File: config.mk
export PLATFORM = sky130hd
export DESIGN_NAME = amc_meta_store
export DESIGN_NICKNAME = d
export VERILOG_FILES = /design/src/rtl/amc_pkg.sv /design/src/rtl/amc_meta_store.sv
export SDC_FILE = /design/constraint.sdc
export NUM_CORES = 1
export LEC_CHECK = 0
export ABC_AREA = 1
export ABC_CLOCK_PERIOD_IN_PS = 4800
export BUFFER_PORTS_ARGS = -buffer_cell sky130_fd_sc_hd__buf_2
export CORE_MARGIN = 3
export CORE_UTILIZATION = 60
export DETAILED_ROUTE_END_ITERATION = 16
export GPL_TIMING_DRIVEN = 0
export PLACE_DENSITY = 0.88
export SLEW_MARGIN = 5
export SYNTH_ARGS = -nofsm -noshare
export SYNTH_HDL_FRONTEND = slang
export SYNTH_SLANG_ARGS = --single-unit
File: constraint.sdc
create_clock -name clk -period 4.8 [get_ports clk]
set_input_delay 0.96 -clock clk [delete_from_list [all_inputs] [get_ports clk]]
set_output_delay 0.96 -clock clk [all_outputs]
set_load 0.01 [all_outputs]
File: src/rtl/amc_pkg.sv
// shared constants, codes and types of the address membership cache
`timescale 1ns / 1ps
package amc_pkg;

  localparam int AMC_BUCKETS    = 64;
  localparam int AMC_WAYS       = 16;
  localparam int AMC_BYTE_RANGE = 256;   // values of the bucket-select byte
  localparam int AMC_RECIP_SHIFT = 16;   // fraction bits of the bucket reciprocal

  localparam int AMC_ADDR_W = 32;
  localparam int AMC_FAM_W  = 16;
  localparam int AMC_KEY_W  = AMC_FAM_W + AMC_ADDR_W;

  localparam logic [7:0] AMC_BYTE_MASK = 8'hFF;

  localparam logic OP_LOOKUP = 1'b0;
  localparam logic OP_INSERT = 1'b1;

  typedef enum logic [2:0] {
    S_IDLE,
    S_META,
    S_DECODE,
    S_SCAN,
    S_RESP
  } state_t;

endpackage

File: src/rtl/amc_meta_store.sv
// per-bucket fill count and ring start, memory with reset-cleared valid bits
`timescale 1ns / 1ps
module amc_meta_store import amc_pkg::*; #(
  parameter int BUCKETS = AMC_BUCKETS,
  parameter int BKT_W   = 6,
  parameter int FILL_W  = 5,
  parameter int WAY_W   = 4
) (
  input  logic              clk,
  input  logic              rst_n,
  input  logic              rd_en,
  input  logic [BKT_W-1:0]  rd_bucket,
  output logic [FILL_W-1:0] rd_fill,
  output logic [WAY_W-1:0]  rd_start,
  input  logic              wr_en,
  input  logic [BKT_W-1:0]  wr_bucket,
  input  logic [FILL_W-1:0] wr_fill,
  input  logic [WAY_W-1:0]  wr_start
);

  localparam int MW = FILL_W + WAY_W;

  logic [MW-1:0]      mem [BUCKETS];
  logic [BUCKETS-1:0] vld_r;
  logic [MW-1:0]      rdata_r;
  logic               rvld_r;

  always_ff @(posedge clk) begin
    if (wr_en) begin
      mem[wr_bucket] <= {wr_start, wr_fill};
    end
    if (rd_en) begin
      rdata_r <= mem[rd_bucket];
    end
  end

  always_ff @(posedge clk) begin
    if (!rst_n) begin
      vld_r  <= '0;
      rvld_r <= 1'b0;
    end else begin
      if (wr_en) begin
        vld_r[wr_bucket] <= 1'b1;
      end
      if (rd_en) begin
        rvld_r <= vld_r[rd_bucket];
      end
    end
  end

  // a bucket never written reads as empty
  assign rd_fill  = rvld_r ? rdata_r[FILL_W-1:0] : '0;
  assign rd_start = rvld_r ? rdata_r[MW-1:FILL_W] : '0;

endmodule

* Yosys cells after proc, flatten, opt, wreduce, memory -nomap -nowiden
Memory sizes are Yosys's and may differ from the RTL's. A register that Yosys moved wholly into a read port is not among the register bits.
Cells that the tools add are included.
Widths: inputs -> output; s select.
** Operators by class
- Add/subtract/negate cells :: 0
- Multiply operators :: 0
- Divide/modulo/power cells :: 0
- Magnitude comparators :: 3
- Eq/ne operators :: 0
- Shift operators :: 0
- Mux-type cells :: 8
- Bitwise operators :: 1
- Reduce and logical (&&, ||, !) cells :: 1
** Operators by type and width (number)
- $or 64x64->64 :: 1
- $lt 6x7->1 const B :: 2
- $bmux 1 s6 :: 1
- $demux 1 s6 :: 1
- $ge 6x1->1 const B :: 1
- $mux 5 :: 1
- $mux 1 :: 4
- $mux 4 :: 1
- $logic_and 1x1->1 :: 1
** Word-level totals
- Register bits :: 65
- Bits in latches :: 0
- Bits in writable memories :: 576
- ROM bits :: 0
- Bits of input ports :: 25
- Output and inout port bits :: 9
- Memories kept :: 1
** Memory list
- mem :: words 64, width 9, rd ports 1, clocked after memory_dff 1, write ports 1, line amc_meta_store.sv:23 : logic [MW-1:0] mem [BUCKETS];

* Logic depth before layout (Yosys ltp)
- Depth after elaboration :: 5
- Mapped depth :: 13

* Worst setup path before layout
Ideal clock, no wire load.
- Kind :: input port to flip-flop
- Start :: input wr_en
- End :: memory mem[55][0] in the netlist's numbering, enable pin
- Library setup time :: 0.376 ns
- Arrival time :: 1.920 ns
- Slack :: 2.504 ns
- Stages :: 4
- Cell sequence :: clkinv_1 > nor3_1 > inv_1 > nor2_1
** Between the ends
- Word-level cells in the longest chain between the ends :: 2
** RTL lines
- from (decl) :: line amc_meta_store.sv:15 : input logic wr_en,
- $mux 1 :: line amc_meta_store.sv:29 : if (wr_en) begin
- $mux 1 (not written as such) :: line amc_meta_store.sv:30 : mem[wr_bucket] <= {wr_start, wr_fill};
- to (decl) :: line amc_meta_store.sv:23
No other way between the ends.

==> flow_summary.ini <==
[run_status]
outcome = completed

[worst_setup_path]
path_class = in -> reg
rr_endpoint = rdata_r[6]
r2r_slack_ns = 3.05
crit_arrival_ns = 3.50
worstSetupEndpointType = flop
cp-start-kind = primary input
r2r_start = mem[10][6]
required_ns = 5.27
rr_worst_depth = 8
path_max_fanout = 10

[power]
p_per_area_mw_per_mm2 = 408
peakVddDrop_mv = 0.512
power.share.combinational_pct = 7.0
p_switching_uw = 2660
switching_share_pct = 22.6
internal-power_uw = 9090
clock_power_share_pct = 40.1
power_frac_seq_pct = 53.0
p_leak_uw = 0.00981

[clocking]
clkLatencyLatePin_ns = 0.62
clock_path_buffers = 3
cts.sinks = 650
cts_resized = 0
root_buffer = clkbuf_16
cts_made_buffers = 59
clk_transition_reported_paths_ns = 0.06
cts_setup_buffers = 0
hold_buffers = 0
cts_tree = yes
htree_levels = 2

[cells_and_area]
multi_input_area_mm2 = 0.00626
area_growth_pct = 10.9
fin_nets = 2390
fillers = 2886
drive_gt1_share_pct = 6.38
stdcell_area_mm2 = 0.0288
seqCellArea_mm2 = 0.0189

[timing]
maxSlewHeadroom_pct = 3.05
hold_viol_final = 0
timing.final.setup_violations = 0
fin_crit_ns = 3.03
slew_viol_final = 0
rsz0062_at_grt = no
tightest_slew_ns = 1.45
setup_tns_ns = 0
fin_crit_sh_pct = 63.1
clock_skew_ns = 0.00929
max_clock_freq_mhz = 330

[global_routing]
antenna_found_initial = 0
grt_pass1_vias = 18569
grt_pass1_wl_um = 115000
grtUsageTotal_pct = 33.7
overflow = 0
grt_max_degree = 65

[routing]
via_per_inst = 6.53
wl_per_cell_um = 26.3
drtIter0Drc = 3649
vias = 19533
first_pass_iters = 8
drcViolationCount = 0
ant_nets = 0
wirelength_um = 78700

[worst_hold_path]
holdPathEnd = vld_r[24]
hp-start = vld_r[24]
hp-class = reg -> reg
hold_depth = 2

[synthesis]
async_reset_ff_share_pct = 0
synth_area_mm2 = 0.0260
avgSynthCellArea_um2 = 11.4
ys_types = 17
ys_top_cells_by_count = edfxtp_1, nor2_1, nand2_1
yosys.cell_count.top_type = edfxtp_1
ys.flop_type = edfxtp_1
yosysTopAreaCell = edfxtp_1
synth_edf_count = 585
synth_cells = 2272
synth_top_area_share_pct = 67.6
yosys-top-cells-area = edfxtp_1, nor2_1, nand2_1
synthesis.nets = 2297
ys_warn_count = 0
ys_seq_area_share_pct = 72.6
synth_seq_cells = 650

[place]
dp_hpwl_um = 50500
portBuffers = 31
place_area_mm2 = 0.0268
place.gp.congestion = 1.01

[die]
row_count = 75
die_area_mm2 = 0.0458
dieWidth_um = 214
die_height_um = 214
initial_core_util_pct = 61.4
io_pins = 34
core_mm2 = 0.0423

[run]
max-cap-violations = 0
-- final cells by class --
class	instances	area share [%]
antenna	1	0.00869
buffer	143	2.34
clock buffer	79	5.54
clock inverter	29	1.09
inverter	47	0.613
multi-input combinational	1432	21.8
sequential	650	65.5
tap	577	2.51
timing repair buffer	32	0.626
-- cell families (layout without fill, tap and decap cells) --
family | count (synthesis) | in the layout | synth area share (%)
compound gates | 432 | 432 | 9.02
flops | 650 | 650 | 72.6
buf+inv | 190 | 330 | 3.27
other cells | 0 | 1 | 0
simple gates | 1000 | 1000 | 15.1
-- registers in the layout, indices dropped and copies added (netlist names) --
signal / count
vld_r: 64
rvld_r: 1
mem: 576
rdata_r: 9
-- power groups by stage --
stage | Combinational (µW) | Sequential, µW | Clock [µW]
floorplan | 412 | 6340 | 0
global placement | 747 | 6340 | 0
detailed placement | 771 | 6350 | 0
CTS | 778 | 6220 | 4680
global route | 857 | 6220 | 4900
finish | 817 | 6220 | 4710
-- critical path: stages --
cell and delay (ns):
buf_2 0.18, inv_1 0.14, buf_2 0.38, clkbuf_1 0.56, o21ai_0 0.20, o22ai_1 0.36
nand2_1 0.12, nand2_1 0.18, nand2_1 0.07, nand3_1 0.09, nand3_1 0.10, nand2_1 0.13
-- worst max-delay path by stage --
stage | endpoint | startpoint | slack [ns] | cells past startpoint
floorplan | mem[55][0] | wr_en | 2.50 | 4
global placement | rdata_r[1] | rd_bucket[0] | 1.38 | 12
detailed placement | rdata_r[5] | rd_bucket[0] | 1.30 | 12
CTS | rdata_r[1] | rd_bucket[0] | 1.94 | 12
global route | rdata_r[5] | rd_bucket[0] | 1.70 | 12
finish | rdata_r[5] | rd_bucket[0] | 1.77 | 12
-- placed cells by master, fill, tap and decap left out --
| master | netlist | final |
|---|---|---|
| buf_4 | 5 | 7 |
| o21ai_0 | 279 | 279 |
| inv_2 | 2 | 2 |
| buf_2 | 22 | 51 |
| clkinv_1 | 2 | 15 |
| buf_12 | 0 | 1 |
| clkbuf_16 | 0 | 61 |
| dfxtp_1 | 65 | 65 |
| buf_6 | 12 | 12 |
| clkinv_4 | 0 | 1 |
| clkinv_2 | 0 | 6 |
| o21ai_1 | 9 | 9 |
| nor3_1 | 14 | 14 |
| bufinv_16 | 0 | 7 |
| nand3_1 | 113 | 113 |
| nand2_1 | 381 | 381 |
| nor2_2 | 0 | 4 |
| edfxtp_1 | 585 | 585 |
| buf_1 | 15 | 15 |
| o22ai_1 | 144 | 144 |
| inv_1 | 43 | 43 |
| clkbuf_1 | 89 | 107 |
| diode_2 | 0 | 1 |
| nor2_1 | 492 | 488 |
| clkinvlp_4 | 0 | 2 |
-- routing by layer --
metal / global-route usage [%] / up-vias / part of all wire [%]
met1: 45.2 / 9263 / 34
met3: 7.16 / 366 / 14
li1: - / 8195 / -
met5: 0 / - / 0
met2: 52.6 / 1709 / 46
met4: 17.7 / 0 / 6.4
-- per-stage QoR --
stage                     hold slack [ns]  cells  util, %  power, µW  worst slack [ns]
after global placement              0.449   2880     63.4       7090              1.38
after floorplan                     0.440   2272        -       6750              2.50
after global routing                0.492   2989     68.0      12000              1.70
final                               0.471   2990     68.0      11700              1.77
after detailed placement            0.459   2880     63.4       7120              1.30
after CTS                           0.473   2988     67.9      11700              1.94
Note: power is estimated with default switching activity, not from simulation.
